--- src/rtl/core/lewc_pkg.sv ---
`timescale 1ns / 1ps
package lewc_pkg;

  // One input request: a sensor sample and its time stamp.
  typedef struct packed {
    logic signed [15:0] sample;
    logic [31:0]        time_tag;
  } in_item_t;

  // One window item on the result channel.
  typedef struct packed {
    logic signed [15:0] sample_out;
    logic [31:0]        event_time;
    logic [3:0]         position;
    logic               last;
  } out_item_t;

  // Queue between the window sequencer and the output stage (power of two).
  localparam int FIFO_DEPTH = 4;
  localparam int FIFO_AW    = 2;

  // Configuration port.
  localparam int                 CFG_AW         = 3;
  localparam logic               REG_LOUD_LEVEL = 1'b0;
  localparam logic signed [15:0] LOUD_LEVEL_RST = 16'sd3000;

endpackage

--- src/rtl/core/loud_event_window_capture.sv ---
`timescale 1ns / 1ps
// Results: no result for a sample except the one after the post window; its first window
//   item reaches out_valid through the sequencer, the queue and the result register, the rest
//   one per cycle while out_ready is high. Input: one sample per cycle; after the emitting
//   sample in_ready stays low while the window sequencer drains its RING_DEPTH-1+POST_COUNT
//   items (10 by default), longer while the result side stalls with the queue full.
// Reset: rst_n synchronous, active low; clears control, loud_level returns to 3000.
module loud_event_window_capture #(
  parameter int RING_DEPTH = 6,
  parameter int POST_COUNT = 5
) (
  input  logic                          clk,
  input  logic                          rst_n,
  // sample channel
  input  logic                          in_valid,
  output logic                          in_ready,
  input  lewc_pkg::in_item_t            in_data,
  // window channel
  output logic                          out_valid,
  input  logic                          out_ready,
  output lewc_pkg::out_item_t           out_data,
  // configuration
  input  logic                          cfg_psel,
  input  logic                          cfg_penable,
  input  logic                          cfg_pwrite,
  input  logic [lewc_pkg::CFG_AW-1:0]   cfg_paddr,
  input  logic [31:0]                   cfg_pwdata,
  output logic [31:0]                   cfg_prdata,
  output logic                          cfg_pready
);

  // ---------------------------------------------------------------
  // Configuration: one register, loud_level, at byte address 0.
  // Bit 2 of paddr selects the register word; anything else is ignored.
  // ---------------------------------------------------------------
  logic signed [15:0] loud_level_r, loud_level_nxt;
  logic               cfg_wr;

  assign cfg_pready = 1'b1;
  assign cfg_wr     = cfg_psel && cfg_penable && cfg_pwrite && cfg_pready;

  always_comb begin
    loud_level_nxt = loud_level_r;
    cfg_prdata     = '0;
    unique case (cfg_paddr[2])
      lewc_pkg::REG_LOUD_LEVEL: begin
        cfg_prdata = {{16{loud_level_r[15]}}, loud_level_r};
        if (cfg_wr) begin
          loud_level_nxt = cfg_pwdata[15:0];
        end
      end
      default: cfg_prdata = '0;
    endcase
  end

  always_ff @(posedge clk) begin
    if (!rst_n) begin
      loud_level_r <= lewc_pkg::LOUD_LEVEL_RST;
    end else begin
      loud_level_r <= loud_level_nxt;
    end
  end

  // ---------------------------------------------------------------
  // Front: history line, trigger / rearm tracking, window capture,
  // and the sequencer that pushes the finished window one item a cycle while the queue is not full.
  // ---------------------------------------------------------------
  logic                push_valid, push_full;
  lewc_pkg::out_item_t push_item;

  lewc_front #(
    .RING_DEPTH (RING_DEPTH),
    .POST_COUNT (POST_COUNT)
  ) u_front (
    .clk        (clk),
    .rst_n      (rst_n),
    .in_valid   (in_valid),
    .in_ready   (in_ready),
    .in_data    (in_data),
    .loud_level (loud_level_r),
    .push_valid (push_valid),
    .push_item  (push_item),
    .push_full  (push_full)
  );

  // ---------------------------------------------------------------
  // Short queue so a stalled result side does not stop the sequencer
  // until it is full.
  // ---------------------------------------------------------------
  logic                q_pop, q_empty;
  lewc_pkg::out_item_t q_head;

  lewc_fifo u_fifo (
    .clk        (clk),
    .rst_n      (rst_n),
    .push_valid (push_valid),
    .push_item  (push_item),
    .full       (push_full),
    .pop        (q_pop),
    .empty      (q_empty),
    .head       (q_head)
  );

  // ---------------------------------------------------------------
  // Back: registered result stage.
  // ---------------------------------------------------------------
  lewc_back u_back (
    .clk       (clk),
    .rst_n     (rst_n),
    .empty     (q_empty),
    .head      (q_head),
    .pop       (q_pop),
    .out_valid (out_valid),
    .out_ready (out_ready),
    .out_data  (out_data)
  );

endmodule

--- src/rtl/core/lewc_front.sv ---
`timescale 1ns / 1ps
module lewc_front #(
  parameter int RING_DEPTH = 6,
  parameter int POST_COUNT = 5
) (
  input  logic                    clk,
  input  logic                    rst_n,
  input  logic                    in_valid,
  output logic                    in_ready,
  input  lewc_pkg::in_item_t      in_data,
  input  logic signed [15:0]      loud_level,
  output logic                    push_valid,
  output lewc_pkg::out_item_t     push_item,
  input  logic                    push_full
);

  localparam int PRE = RING_DEPTH - 1;
  localparam int NUM = PRE + POST_COUNT;
  localparam int FW  = $clog2(PRE + 1);
  localparam int PW  = $clog2(POST_COUNT + 1);
  localparam int IW  = ($clog2(NUM) > 4) ? $clog2(NUM) : 4;

  logic signed [15:0] hist_r [PRE];
  logic signed [15:0] pre_r  [PRE];
  logic signed [15:0] post_r [POST_COUNT];
  logic [31:0]        held_time_r;

  logic [FW-1:0] fill_r, fill_nxt;
  logic          found_r, found_nxt;
  logic          capt_r, capt_nxt;
  logic [PW-1:0] post_left_r, post_left_nxt;
  logic          drain_r, drain_nxt;
  logic [IW-1:0] idx_r, idx_nxt;

  logic accept, loud, full_after, trig, post_take, idx_last;

  assign in_ready   = !drain_r;
  assign accept     = in_valid && in_ready;
  assign loud       = (in_data.sample >= loud_level);
  // ring holds PRE samples once this push lands
  assign full_after = (fill_r >= FW'(PRE - 1));
  assign push_valid = drain_r && !push_full;
  assign idx_last   = (idx_r == IW'(NUM - 1));

  always_comb begin
    fill_nxt      = fill_r;
    found_nxt     = found_r;
    capt_nxt      = capt_r;
    post_left_nxt = post_left_r;
    drain_nxt     = drain_r;
    idx_nxt       = idx_r;
    trig          = 1'b0;
    post_take     = 1'b0;
    if (accept) begin
      if (fill_r != FW'(PRE)) begin
        fill_nxt = fill_r + 1'b1;
      end
      if (!capt_r) begin
        if (loud && !found_r) begin
          found_nxt = 1'b1;
          if (full_after) begin
            trig          = 1'b1;
            capt_nxt      = 1'b1;
            post_left_nxt = PW'(POST_COUNT);
          end
        end else if (!loud && found_r) begin
          found_nxt = 1'b0;
        end
      end else if (post_left_r != '0) begin
        post_take     = 1'b1;
        post_left_nxt = post_left_r - 1'b1;
      end else begin
        // sample after the post window: hand the window to the output side
        capt_nxt  = 1'b0;
        drain_nxt = 1'b1;
        idx_nxt   = '0;
      end
    end
    if (push_valid) begin
      idx_nxt = idx_r + 1'b1;
      if (idx_last) begin
        drain_nxt = 1'b0;
      end
    end
  end

  always_ff @(posedge clk) begin
    if (!rst_n) begin
      fill_r      <= '0;
      found_r     <= 1'b0;
      capt_r      <= 1'b0;
      post_left_r <= '0;
      drain_r     <= 1'b0;
      idx_r       <= '0;
    end else begin
      fill_r      <= fill_nxt;
      found_r     <= found_nxt;
      capt_r      <= capt_nxt;
      post_left_r <= post_left_nxt;
      drain_r     <= drain_nxt;
      idx_r       <= idx_nxt;
    end
  end

  // History shift line, window capture and window drain.
  always_ff @(posedge clk) begin
    if (accept) begin
      for (int i = 0; i < PRE - 1; i++) begin
        hist_r[i] <= hist_r[i+1];
      end
      hist_r[PRE-1] <= in_data.sample;
    end
    if (trig) begin
      for (int i = 0; i < PRE - 1; i++) begin
        pre_r[i] <= hist_r[i+1];
      end
      pre_r[PRE-1] <= in_data.sample;
      held_time_r  <= in_data.time_tag;
    end
    if (post_take) begin
      for (int j = 0; j < POST_COUNT - 1; j++) begin
        post_r[j] <= post_r[j+1];
      end
      post_r[POST_COUNT-1] <= in_data.sample;
    end
    if (push_valid) begin
      // pre and post form one chain; the head leaves each push
      for (int i = 0; i < PRE - 1; i++) begin
        pre_r[i] <= pre_r[i+1];
      end
      pre_r[PRE-1] <= post_r[0];
      for (int j = 0; j < POST_COUNT - 1; j++) begin
        post_r[j] <= post_r[j+1];
      end
    end
  end

  always_comb begin
    push_item.sample_out = pre_r[0];
    push_item.event_time = held_time_r;
    push_item.position   = idx_r[3:0];
    push_item.last       = idx_last;
  end

endmodule

--- src/rtl/core/lewc_fifo.sv ---
`timescale 1ns / 1ps
module lewc_fifo (
  input  logic                clk,
  input  logic                rst_n,
  input  logic                push_valid,
  input  lewc_pkg::out_item_t push_item,
  output logic                full,
  input  logic                pop,
  output logic                empty,
  output lewc_pkg::out_item_t head
);

  lewc_pkg::out_item_t mem_r [lewc_pkg::FIFO_DEPTH];

  logic [lewc_pkg::FIFO_AW-1:0] wr_ptr_r, rd_ptr_r;
  logic [lewc_pkg::FIFO_AW:0]   count_r;
  logic                         do_push, do_pop;

  assign full    = (count_r == (lewc_pkg::FIFO_AW + 1)'(lewc_pkg::FIFO_DEPTH));
  assign empty   = (count_r == '0);
  assign do_push = push_valid && !full;
  assign do_pop  = pop && !empty;
  assign head    = mem_r[rd_ptr_r];

  always_ff @(posedge clk) begin
    if (!rst_n) begin
      wr_ptr_r <= '0;
      rd_ptr_r <= '0;
      count_r  <= '0;
    end else begin
      if (do_push) begin
        wr_ptr_r <= wr_ptr_r + 1'b1;
      end
      if (do_pop) begin
        rd_ptr_r <= rd_ptr_r + 1'b1;
      end
      case ({do_push, do_pop})
        2'b10:   count_r <= count_r + 1'b1;
        2'b01:   count_r <= count_r - 1'b1;
        default: count_r <= count_r;
      endcase
    end
  end

  always_ff @(posedge clk) begin
    if (do_push) begin
      mem_r[wr_ptr_r] <= push_item;
    end
  end

endmodule

--- src/rtl/core/lewc_back.sv ---
`timescale 1ns / 1ps
module lewc_back (
  input  logic                clk,
  input  logic                rst_n,
  input  logic                empty,
  input  lewc_pkg::out_item_t head,
  output logic                pop,
  output logic                out_valid,
  input  logic                out_ready,
  output lewc_pkg::out_item_t out_data
);

  logic                out_valid_r, out_valid_nxt;
  lewc_pkg::out_item_t out_data_r;

  // refill when the register is empty or its item leaves this cycle
  assign pop           = !empty && (!out_valid_r || out_ready);
  assign out_valid_nxt = pop || (out_valid_r && !out_ready);
  assign out_valid     = out_valid_r;
  assign out_data      = out_data_r;

  always_ff @(posedge clk) begin
    if (!rst_n) begin
      out_valid_r <= 1'b0;
    end else begin
      out_valid_r <= out_valid_nxt;
    end
  end

  always_ff @(posedge clk) begin
    if (pop) begin
      out_data_r <= head;
    end
  end

endmodule

--- config.mk ---
export PLATFORM = sky130hd
export DESIGN_NAME = loud_event_window_capture
export DESIGN_NICKNAME = d
export VERILOG_FILES = /design/src/rtl/core/lewc_pkg.sv /design/src/rtl/core/loud_event_window_capture.sv /design/src/rtl/core/lewc_front.sv /design/src/rtl/core/lewc_fifo.sv /design/src/rtl/core/lewc_back.sv
export SDC_FILE = /design/constraint.sdc
export NUM_CORES = 1
export LEC_CHECK = 0
export BUFFER_PORTS_ARGS = -buffer_cell sky130_fd_sc_hd__buf_2
export CAP_MARGIN = 25
export CORE_UTILIZATION = 59
export DETAILED_ROUTE_END_ITERATION = 10
export GPL_TIMING_DRIVEN = 0
export PLACE_DENSITY_LB_ADDON = 0.15
export SETUP_SLACK_MARGIN = 0.2
export SYNTH_ARGS = -nofsm -noshare
export SYNTH_HDL_FRONTEND = slang
export SYNTH_SLANG_ARGS = --single-unit
--- constraint.sdc ---
create_clock -name clk -period 6 [get_ports clk]
set_clock_uncertainty 0.2 [all_clocks]
set_input_delay 0.6 -clock clk [delete_from_list [all_inputs] [get_ports clk]]
set_output_delay 0.6 -clock clk [all_outputs]
set_load 0.02 [all_outputs]
==> results of run 1 <==
## worst reg2reg max path, cell delays in order, from the launching register on
cell and delay, ps:
dfxtp_1 320, inv_1 70, ha_1 310, nand4_1 170, nor3_1 270, a21boi_1 190, nor4_1 70, mux2_1 230
ha_1 180, nand4b_1 310, inv_2 810
## power groups by stage
| stage | logic (W) | clock network, W | registers (W) |
|---|---|---|---|
| after CTS | 0.00117 | 0.00338 | 0.00465 |
| final | 0.00115 | 0.00332 | 0.00465 |
| after floorplan | 0.000494 | 0 | 0.00499 |
| after detailed placement | 0.00116 | 0 | 0.00473 |
| after global placement | 0.00103 | 0 | 0.00474 |
| after global routing | 0.00124 | 0.00353 | 0.00467 |
## layer usage
metal / part of all wire, % / track usage [%] / vias to the layer above
met4: 2.3 / 5.265 / 0
met5: 0 / 0 / -
met1: 43 / 25.15 / 4595
met2: 50 / 31.70 / 232
met3: 4.3 / 2.859 / 54
li1: - / - / 4611
## cells in the final DEF, fill, tap and decap left out, types with 15 or more instances in the layout
| cell | netlist | routed |
|---|---|---|
| dlygate4sd3_1 | 0 | 15 |
| clkbuf_16 | 0 | 55 |
| edfxtp_1 | 521 | 521 |
| ha_1 | 28 | 28 |
| dfxtp_1 | 37 | 37 |
| nor2_1 | 29 | 29 |
| clkbuf_1 | 10 | 26 |
| a21oi_1 | 23 | 22 |
| nand2_1 | 275 | 273 |
| mux4_2 | 53 | 53 |
| buf_2 | 17 | 173 |
| inv_1 | 26 | 25 |
| buf_4 | 21 | 21 |
## registers in the layout, indices dropped and copies added (netlist names), 2 cells and up
| register | cells |
|---|---|
| u_front.hist_r | 64 |
| u_front.idx_r | 4 |
| u_front.fill_r | 3 |
| u_fifo.mem_r | 212 |
| u_front.post_r | 80 |
| u_fifo.wr_ptr_r | 2 |
| u_front.held_time_r | 32 |
| loud_level_r | 16 |
| u_fifo.count_r | 3 |
| u_fifo.rd_ptr_r | 2 |
| u_front.pre_r | 80 |
| u_front.post_left_r | 3 |
| u_back.out_data | 53 |
## final cells by class
type,count,share of cell area [%]
clock buffer,75,6.345
buffer,56,1.352
multi-input combinational,474,14.19
sequential,558,69.72
timing repair buffer,175,4.333
tap,448,2.385
inverter,33,0.5377
clock inverter,25,1.139
## how the worst max path moves through the flow
stage                startpoint  depth (start not counted)                       to
2_1_floorplan         out_ready                          8        u_fifo.count_r[2]
3_3_place_gp          out_ready                          9        u_fifo.count_r[2]
3_5_place_dp        in_data[47]                         10  u_front.held_time_r[29]
4_1_cts        loud_level_r[15]                         10  u_front.held_time_r[29]
5_1_grt        loud_level_r[15]                         10  u_front.held_time_r[29]
6_report       loud_level_r[15]                         10  u_front.held_time_r[29]
## kinds of logic after synthesis
group           after synthesis  share of synthesized area (%)
flops                       558                          81.39
simple gates                335                          6.681
buf+inv                      89                          2.194
mux                          56                          6.091
compound gates               45                          1.436
fa+ha+maj                    29                          1.840
xor+xnor                      8                         0.3480
other cells                   1                        0.01863
## through the flow
step | worst slack (ps) | setup TNS [ps]
floorplan | 761.5 | 0
global placement | -1432 | -11150
detailed placement | 2058 | 0
CTS | 2383 | 0
global route | 2224 | 0
finish | 2450 | 0
==> flow_metrics.py, run 1 <==
metrics = {
    "place": {
        "globalplace.congestion": 0.7077,
        "place_inst": 1729,
        "placement.io_buffers": 156,
        "place_area_sq_um": 21590,
        "dp_hpwl_microns": 19100,
    },
    "cts": {
        "clock_latency_ps": 550,
        "cts_buffer_depth": 3,
        "ctsHoldBuffers": 15,
        "postCtsSetupRepairBufs": 0,
        "cts-root-buf": "clkbuf_16",
        "h-tree-depth": 2,
        "cts.clk_slew.worst_paths_ps": 60,
        "tritoncts": "yes",
        "clock-sinks": 558,
        "cts_resized": 0,
        "numCtsBuffers": 55,
    },
    "global_route": {
        "grt-ovfl-total": 0,
        "grt_pass1_vias": 9673,
        "grt_first_pass_wirelength_microns": 50800,
        "grt_usage_pct": 18.58,
        "antenna_found_initial": 0,
        "grt_max_degree": 70,
    },
    "sta": {
        "period_share_pct": 59.16,
        "tightestPinTransition_ps": 926.9,
        "whs_ps": 21.86,
        "rsz0062_at_grt": "false",
        "fin_crit_ps": 3550,
        "finalHoldViolCount": 0,
        "max_freq_ghz": 0.2817,
        "setup_violations": 0,
        "drv_slew": 0,
        "relSlewSlack_pct": 37.98,
    },
    "synthesis": {
        "synth_seq_cells": 558,
        "synth_cells": 1121,
        "yosys.cell_types.count": 42,
        "avgSynthCellArea_sq_um": 17.96,
        "synth_most_common_cell": "edfxtp_1",
        "synthesis.area_sq_um": 20130,
        "synth_nets": 1240,
        "ys_warn_count": 0,
        "synth_top_area_share_pct": 77.71,
        "synth-main-ff-cell": "edfxtp_1",
        "ys_top_cells_by_count": "edfxtp_1 (521), nand2_1 (275), mux4_2 (53), dfxtp_1 (37), nor2_1 (29)",
        "synth.largest_area_cell": "edfxtp_1",
        "ys_async_sr_fraction_pct": 0,
        "ys_seq_area_share_pct": 81.39,
        "synth_edf_count": 521,
        "synth.area.top_cells": "edfxtp_1 (78%), mux4_2 (5.9%), nand2_1 (5.1%)",
    },
    "critical_path": {
        "path_cells": "inv_1 -> ha_1 -> nand4_1 -> nor3_1 -> a21boi_1 -> nor4_1 -> mux2_1 -> ha_1 -> nand4b_1 -> inv_2",
        "reg2reg_to": "u_front.held_time_r[29]",
        "max_stage_delay_ps": 810,
        "rr_startpoint": "loud_level_r[15]",
        "cp_num_buf_inv": 2,
        "worstPathArrival_ps": 3510,
        "worstPathRequired_ps": 5960,
        "worst_setup_path_end_kind": "flip-flop",
        "cpMostUsedCell": "ha_1",
        "startpoint_type": "flip-flop",
        "worstRegToRegCells": 10,
        "worstSetupPathType": "flip-flop to flip-flop",
        "critical_path.max_fanout": 32,
        "crit_path_top_delay_cell": "inv_2",
        "r2r_setup_slack_ps": 2450,
        "cp_top_family": "buffers and inverters",
    },
    "floorplan": {
        "dieArea_sq_um": 34860,
        "coreArea_sq_um": 33530,
        "die_w_microns": 186.7,
        "ioPinCount": 178,
        "placementRows": 67,
        "die_h_microns": 186.7,
        "start_util_pct": 60.04,
    },
    "worst_hold_path": {
        "whs_path_depth": 1,
        "hold_path_end": "u_front.held_time_r[26]",
        "hold_path.class": "input pin to flip-flop",
        "hp-start": "in_data[26]",
    },
    "drt": {
        "via_per_inst": 5.148,
        "routed_wl_microns": 31720,
        "postRouteAntennaNets": 0,
        "dr.pass1.iters": 5,
        "drt_iter0_markers": 552,
        "wl_per_cell_microns": 17.20,
        "vias": 9492,
        "drcViolationCount": 0,
    },
    "power_and_ir_drop": {
        "powerDensity_nw_per_um2": 387.6,
        "power.leakage_nw": 8.452,
        "power_frac_comb_pct": 12.6,
        "seqPwrFrac_pct": 51.0,
        "switching_share_pct": 23.30,
        "clockPowerShare_pct": 36.4,
        "finalPower_w": 0.009110,
        "intPower_w": 0.006987,
        "vdd_ir_drop_max_uv": 291.1,
        "p_switching_w": 0.002123,
    },
    "final_layout": {
        "stdcell_count": 1844,
        "drive_gt1_share_pct": 24.57,
        "utilization_pct": 70.09,
        "seqCellArea_sq_um": 16390,
        "multi_input_area_sq_um": 3336,
        "stdcell_area_sq_um": 23500,
        "n_fill_cell": 2168,
        "antenna_cells": 0,
        "syn_to_final_growth_pct": 16.75,
        "fin_nets": 1472,
    },
    "run": {
        "cap_viol_max_count": 0,
    },
    "outcome": {
        "status": "complete, no violations",
    },
}
(Power assumes the default switching activity.)
==> inputs of run 2 (changes only) <==
--- a/config.mk
+++ b/config.mk
@@ -5,9 +5,10 @@
 export SDC_FILE = /design/constraint.sdc
 export NUM_CORES = 1
 export LEC_CHECK = 0
+export ABC_AREA = 1
 export BUFFER_PORTS_ARGS = -buffer_cell sky130_fd_sc_hd__buf_2
 export CAP_MARGIN = 25
-export CORE_UTILIZATION = 59
+export CORE_UTILIZATION = 53
 export DETAILED_ROUTE_END_ITERATION = 10
 export GPL_TIMING_DRIVEN = 0
 export PLACE_DENSITY_LB_ADDON = 0.15
==> constraint.sdc (replaced) <==
create_clock -name clk -period 2.9 [get_ports clk]
set_clock_uncertainty 0.2 [all_clocks]
set_input_delay 0.29 -clock clk [delete_from_list [all_inputs] [get_ports clk]]
set_output_delay 0.29 -clock clk [all_outputs]
set_load 0.02 [all_outputs]
==> flow_metrics.py, run 2 <==
metrics = {
    "outcome": {
        "status": "complete, no violations",
    },
    "final_layout": {
        "largest_register_ffs": 212,
        "mostFrequentLayoutCells": "edfxtp_1 (521), nand2_1 (276), buf_2 (171), nor2_1 (134), o21ai_0 (126)",
        "n_fill_cell": 2623,
        "utilization_pct": 66.15,
        "antenna_cells": 0,
        "final_common_cell": "edfxtp_1",
        "drive_gt1_share_pct": 20.73,
        "top_regs": "u_fifo.mem_r (212), u_front.post_r (80), u_front.pre_r (80)",
        "largest-register": "u_fifo.mem_r",
        "fin_nets": 1830,
        "syn_to_final_growth_pct": 22.42,
        "multi_input_area_sq_um": 3659,
        "seqCellArea_sq_um": 16400,
    },
    "cts": {
        "clock-sinks": 558,
        "numCtsBuffers": 54,
        "cts.clk_slew.worst_paths_ps": 60,
        "cts_buffer_depth": 3,
        "tritoncts": "yes",
        "h-tree-depth": 2,
        "clock_latency_ps": 590,
        "cts-root-buf": "clkbuf_16",
    },
    "synthesis": {
        "synthesis.area_sq_um": 20400,
        "synthXorXnorAreaFrac_pct": 0.04293,
        "synth_top_family_by_area": "simple AND/OR/NAND/NOR gates",
        "synth_seq_cells": 558,
        "synth_cells": 1399,
        "synth.largest_area_cell": "edfxtp_1",
        "synth_edf_count": 521,
        "synth_mux_area_share_pct": 0,
        "synth_top_area_share_pct": 76.69,
        "synth_fa_ha_area_share_pct": 1.815,
        "ys_seq_area_share_pct": 80.32,
        "yosys.area_share.simple_pct": 8.408,
        "synth.area.top_cells": "edfxtp_1 (77%), nand2_1 (5.2%), dfxtp_1 (3.6%)",
        "ys_top_cells_by_count": "edfxtp_1 (521), nand2_1 (283), nor2_1 (144), o21ai_0 (128), inv_1 (56)",
        "synth_nets": 1518,
        "synth_compound_area_share_pct": 5.961,
        "avgSynthCellArea_sq_um": 14.58,
        "ys_async_sr_fraction_pct": 0,
        "yosys.cell_types.count": 31,
        "synth_most_common_cell": "edfxtp_1",
        "ys_warn_count": 0,
        "synth-main-ff-cell": "edfxtp_1",
    },
    "drt": {
        "vias": 11401,
        "wl_per_cell_microns": 16.72,
        "routed_wl_microns": 37820,
        "via_per_inst": 5.040,
        "drcViolationCount": 0,
        "postRouteAntennaNets": 0,
        "dr.pass1.iters": 5,
        "drt_iter0_markers": 677,
    },
    "power_and_ir_drop": {
        "clockPowerShare_pct": 33.9,
        "vdd_ir_drop_max_uv": 475.0,
        "seqPwrFrac_pct": 50.2,
        "switching_share_pct": 26.13,
        "powerDensity_nw_per_um2": 768.2,
        "power_frac_comb_pct": 15.9,
        "p_switching_w": 0.005014,
        "power.leakage_nw": 9.173,
        "intPower_w": 0.01417,
    },
    "sta": {
        "relSlewSlack_pct": 36.20,
        "drv_slew": 0,
        "rsz0062_at_grt": "true",
        "period_share_pct": 92.39,
        "setup_violations": 0,
        "fin_tns_setup_ps": 0,
        "finalHoldViolCount": 0,
        "max_freq_ghz": 0.3732,
        "tightestPinTransition_ps": 953.4,
        "fin_crit_ps": 2679,
    },
    "critical_path": {
        "worstPathArrival_ps": 2770,
        "critical_path.max_fanout": 8,
        "worst_setup_path_end_kind": "flip-flop",
        "startpoint_type": "input pin",
        "worstSetupPathType": "input pin to flip-flop",
        "worstPathRequired_ps": 2990,
    },
    "global_route": {
        "grt_max_degree": 70,
        "antenna_found_initial": 0,
        "grt_pass1_vias": 11157,
        "grt_first_pass_wirelength_microns": 58860,
        "grt_usage_pct": 19.60,
        "grt-ovfl-total": 0,
    },
    "floorplan": {
        "placementRows": 71,
        "coreArea_sq_um": 37760,
        "start_util_pct": 54.03,
        "die_w_microns": 198.2,
        "dieArea_sq_um": 39280,
        "ioPinCount": 178,
        "die_h_microns": 198.2,
    },
    "place": {
        "globalplace.congestion": 0.7147,
        "dp_hpwl_microns": 22280,
        "placement.io_buffers": 157,
    },
    "run": {
        "cap_viol_max_count": 0,
    },
    "worst_hold_path": {
        "hold_path.class": "input pin to flip-flop",
    },
}
run 2: cell count changes after synthesis, moves of 6 or more:
cell      previous run  this run
buf_4               21        32
mux4_2              53         0
a21oi_1             23        29
nand2_1            275       283
buf_1                7         1
inv_1               26        56
o22ai_1              1        54
clkbuf_1            10        20
nor2_1              29       144
o21ai_0              2       128
run 2: cell families (layout without fill, tap and decap cells):
kind of cell | Yosys count | count (layout)
buf+inv | 140 | 486
flops | 558 | 558
xor+xnor | 1 | 1
simple gates | 446 | 452
fa+ha+maj | 29 | 29
other cells | 1 | 1
compound gates | 224 | 224
run 2: area by class of cell:
type	instances	share of cell area [%]
Timing Repair Buffer	250	7.705
Sequential cell	558	65.65
Tap cell	511	2.560
Inverter	63	0.9869
Buffer	77	1.889
Clock inverter	23	0.6112
Multi-Input combinational cell	707	14.65
Clock buffer	73	5.952
run 2: path summary, 6_finish.rpt:
kind                          from                       to  slack [ps]  cells past startpoint
max                    in_data[41]  u_front.held_time_r[31]         220                     17
min                     cfg_pwrite          loud_level_r[5]          40                      5
max reg2reg       loud_level_r[15]  u_front.held_time_r[31]         260                     16
min reg2reg  u_front.post_r[1][14]    u_front.post_r[0][62]         210                      0
run 2: critical path, stage by stage:
cell and delay [ps]:
dlygate4sd3_1 550, buf_4 170, ha_4 270, nand2_2 50
nor2_4 110, nand2_1 70, nor2_2 120, nand2_1 80
nand3_1 80, nand2_1 60, nand3_2 80, ha_4 140
nand3_2 70, nor2_4 200, buf_12 160, buf_12 110
buf_16 130
run 2: repair_timing:
action,CTS,global route
hold buffers,75,0
pin swaps,7,9
hold endpoints to repair,104,0
resized for setup,19,21
endpoints found under the setup margin,183,100
buffers inserted,3,3
gates cloned,6,2
run 2: power by group through the flow:
stage	combinational (W)	sequential (W)	clock, W
global route	0.00335	0.00969	0.00693
global placement	0.00285	0.00981	0
finish	0.00305	0.00964	0.00650
CTS	0.00305	0.00964	0.00664
floorplan	0.00130	0.0103	0
detailed placement	0.00295	0.00981	0
run 2: per-stage QoR:
step / power [W] / instances / hold slack (ps) / worst slack, ps / cell area [sq um]
6_report: 0.01919 / 2262 / 42.53 / 220.7 / 24980
4_1_cts: 0.01933 / 2257 / 0.3586 / 204.4 / 24870
2_1_floorplan: 0.01162 / 1399 / 188.9 / -196.8 / 20580
3_3_place_gp: 0.01267 / 2067 / 200.9 / -1085 / 22000
5_1_grt: 0.01997 / 2262 / 44.13 / 143.8 / 24980
3_5_place_dp: 0.01276 / 2077 / 204.5 / -384.9 / 22230
run 2: routing by layer:
metal | vias up | track usage [%] | wire length, microns
li1 | 5629 | - | -
met1 | 5436 | 26.18 | 16700
met2 | 278 | 32.98 | 18580
met3 | 58 | 3.679 | 1827
met4 | 0 | 5.398 | 711
met5 | - | 0 | 0
==> inputs of run 3 (changes only) <==
--- a/config.mk
+++ b/config.mk
@@ -12,6 +12,7 @@
 export DETAILED_ROUTE_END_ITERATION = 10
 export GPL_TIMING_DRIVEN = 0
 export PLACE_DENSITY_LB_ADDON = 0.15
+export REMOVE_ABC_BUFFERS = 1
 export SETUP_SLACK_MARGIN = 0.2
 export SYNTH_ARGS = -nofsm -noshare
 export SYNTH_HDL_FRONTEND = slang
==> flow_metrics.py, run 3 (same netlist as run 2, synthesis figures left out) <==
metrics = {
    "outcome": {
        "status": "complete, no violations",
    },
    "drt": {
        "dr_wl_met3_microns": 1949,
        "highest_layer": "met4",
        "wl_per_cell_microns": 16.59,
        "postRouteAntennaNets": 0,
        "dr.pass1.iters": 5,
        "routed_wl_microns": 36660,
        "wl_met2_microns": 17890,
        "drt_iter0_markers": 645,
        "m1WireLength_microns": 16050,
        "vias": 11322,
        "via_per_inst": 5.123,
        "drcViolationCount": 0,
    },
    "place": {
        "globalplace.congestion": 0.6870,
        "placement.io_buffers": 158,
        "post-place-ws_ps": -850.0,
        "dp_hpwl_microns": 18870,
    },
    "critical_path": {
        "worstPathArrival_ps": 2810,
        "cp_top_family": "simple AND/OR/NAND/NOR gates",
        "path_cells": "inv_2 -> ha_4 -> nand2_4 -> nor2_4 -> nand2_1 -> nor2_2 -> nand2_2 -> nand3_2 -> nand2_2 -> nand3_4 -> ha_4 -> nand3_4 -> nor2_4 -> inv_4 -> nand2_8 -> buf_12 -> buf_12 -> clkbuf_16",
        "startpoint_type": "flip-flop",
        "worstPathRequired_ps": 3000,
        "cp.depth": 18,
        "worst_setup_path_end_kind": "flip-flop",
        "cp_num_buf_inv": 5,
        "max_stage_delay_ps": 320,
        "worstSetupPathType": "flip-flop to flip-flop",
        "crit_path_top_delay_cell": "dfxtp_2",
        "critical_path.max_fanout": 8,
        "worstRegToRegCells": 18,
    },
    "floorplan": {
        "placementRows": 71,
        "die_h_microns": 198.2,
        "start_util_pct": 54.03,
        "die_w_microns": 198.2,
        "dieArea_sq_um": 39280,
        "coreArea_sq_um": 37760,
        "ioPinCount": 178,
    },
    "cts": {
        "cts-root-buf": "clkbuf_16",
        "cts_buffer_depth": 3,
        "cts.clk_slew.worst_paths_ps": 60,
        "numCtsBuffers": 54,
        "clock_latency_ps": 590,
        "h-tree-depth": 2,
        "clock-sinks": 558,
        "tritoncts": "yes",
    },
    "sta": {
        "worst_slack_ps": 187.1,
        "relSlewSlack_pct": 42.69,
        "period_share_pct": 93.55,
        "tightestPinTransition_ps": 859.6,
        "rsz0062_at_grt": "true",
        "max_freq_ghz": 0.3686,
        "fin_crit_ps": 2713,
        "finalHoldViolCount": 0,
        "drv_slew": 0,
        "fin_tns_setup_ps": 0,
        "whs_ps": 34.46,
        "setup_violations": 0,
    },
    "final_layout": {
        "top_regs": "u_fifo.mem_r (212), u_front.post_r (80), u_front.pre_r (80)",
        "drive_gt1_share_pct": 20.48,
        "syn_to_final_growth_pct": 22.23,
        "fin_nets": 1773,
        "largest-register": "u_fifo.mem_r",
        "antenna_cells": 0,
        "n_fill_cell": 2621,
        "largest_register_ffs": 212,
        "mostFrequentLayoutCells": "edfxtp_1 (521), nand2_1 (273), buf_2 (158), nor2_1 (135), o21ai_0 (128)",
        "final_common_cell": "edfxtp_1",
    },
    "run": {
        "cap_viol_max_count": 0,
    },
    "global_route": {
        "grt_usage_pct": 18.95,
        "antenna_found_initial": 0,
        "grt_first_pass_wirelength_microns": 57370,
        "grt-ovfl-total": 0,
        "grt_max_degree": 84,
        "grt_pass1_vias": 10951,
    },
    "power_and_ir_drop": {
        "powerDensity_nw_per_um2": 770.5,
        "vdd_ir_drop_max_uv": 477.6,
        "power.leakage_nw": 9.123,
    },
    "worst_hold_path": {
        "hold_path.class": "input pin to flip-flop",
        "whs_path_depth": 3,
    },
}
==> run 3: repair_timing <==
| action | CTS | global route |
|---|---|---|
| endpoints found under the setup margin | 174 | 144 |
| endpoints found under the hold margin | 98 | 0 |
| hold buffers | 75 | 0 |
| cloned | 4 | 2 |
| gates resized for setup | 49 | 16 |
| buffers inserted | 16 | 3 |
| pin swaps | 11 | 15 |
==> run 3: worst reg2reg max path, stage by stage, from the launching register on <==
cell	delay (ps)
dfxtp_2	320
inv_2	40
ha_4	280
nand2_4	60
nor2_4	140
nand2_1	80
nor2_2	130
nand2_2	80
nand3_2	80
nand2_2	70
nand3_4	100
ha_4	150
nand3_4	60
nor2_4	130
inv_4	70
nand2_8	70
buf_12	120
buf_12	110
clkbuf_16	150
==> run 3: stage by stage <==
stage	power, W	cell area (sq um)	utilization (%)	instances
final	0.01921	24940	66.04	2210
after global routing	0.02002	24940	66.04	2210
after CTS	0.01939	24790	65.66	2205
after detailed placement	0.01265	21850	57.88	2009
after global placement	0.01170	21370	56.59	1991
after floorplan	0.01174	19940	-	1322
==> run 3: cell type report <==
type                       instances  area [sq um]  area share [%]
sequential                       558         16400           65.77
tap                              511         639.4           2.564
multi-input combinational        701          3625           14.54
inverter                          63         251.5           1.009
clock buffer                      74          1538           6.167
clock inverter                    27         170.2          0.6824
timing repair buffer             276          2311           9.268
==> run 3: metal layers <==
metal	GRT usage, %	vias to the layer above
met5	0	-
met4	6.690	0
met3	3.441	50
met2	31.63	301
met1	25.01	5463
li1	-	5508
==> run 3: path summary, 6_finish.rpt <==
check / from / end / slack [ps]
setup / recovery: loud_level_r[15] / u_front.pre_r[0][34] / 190
hold / removal: rst_n / u_back.out_valid / 30
setup reg to reg: loud_level_r[15] / u_front.pre_r[0][34] / 190
hold reg to reg: u_front.post_r[0][33] / u_front.post_r[0][17] / 210
==> run 3: where the power goes <==
part           leakage [nW]  total (W)  switching, W  internal [W]
registers              5.06    0.00975      0.000278       0.00947
logic                  3.22    0.00285       0.00189      0.000959
clock network         0.844    0.00661       0.00282       0.00379
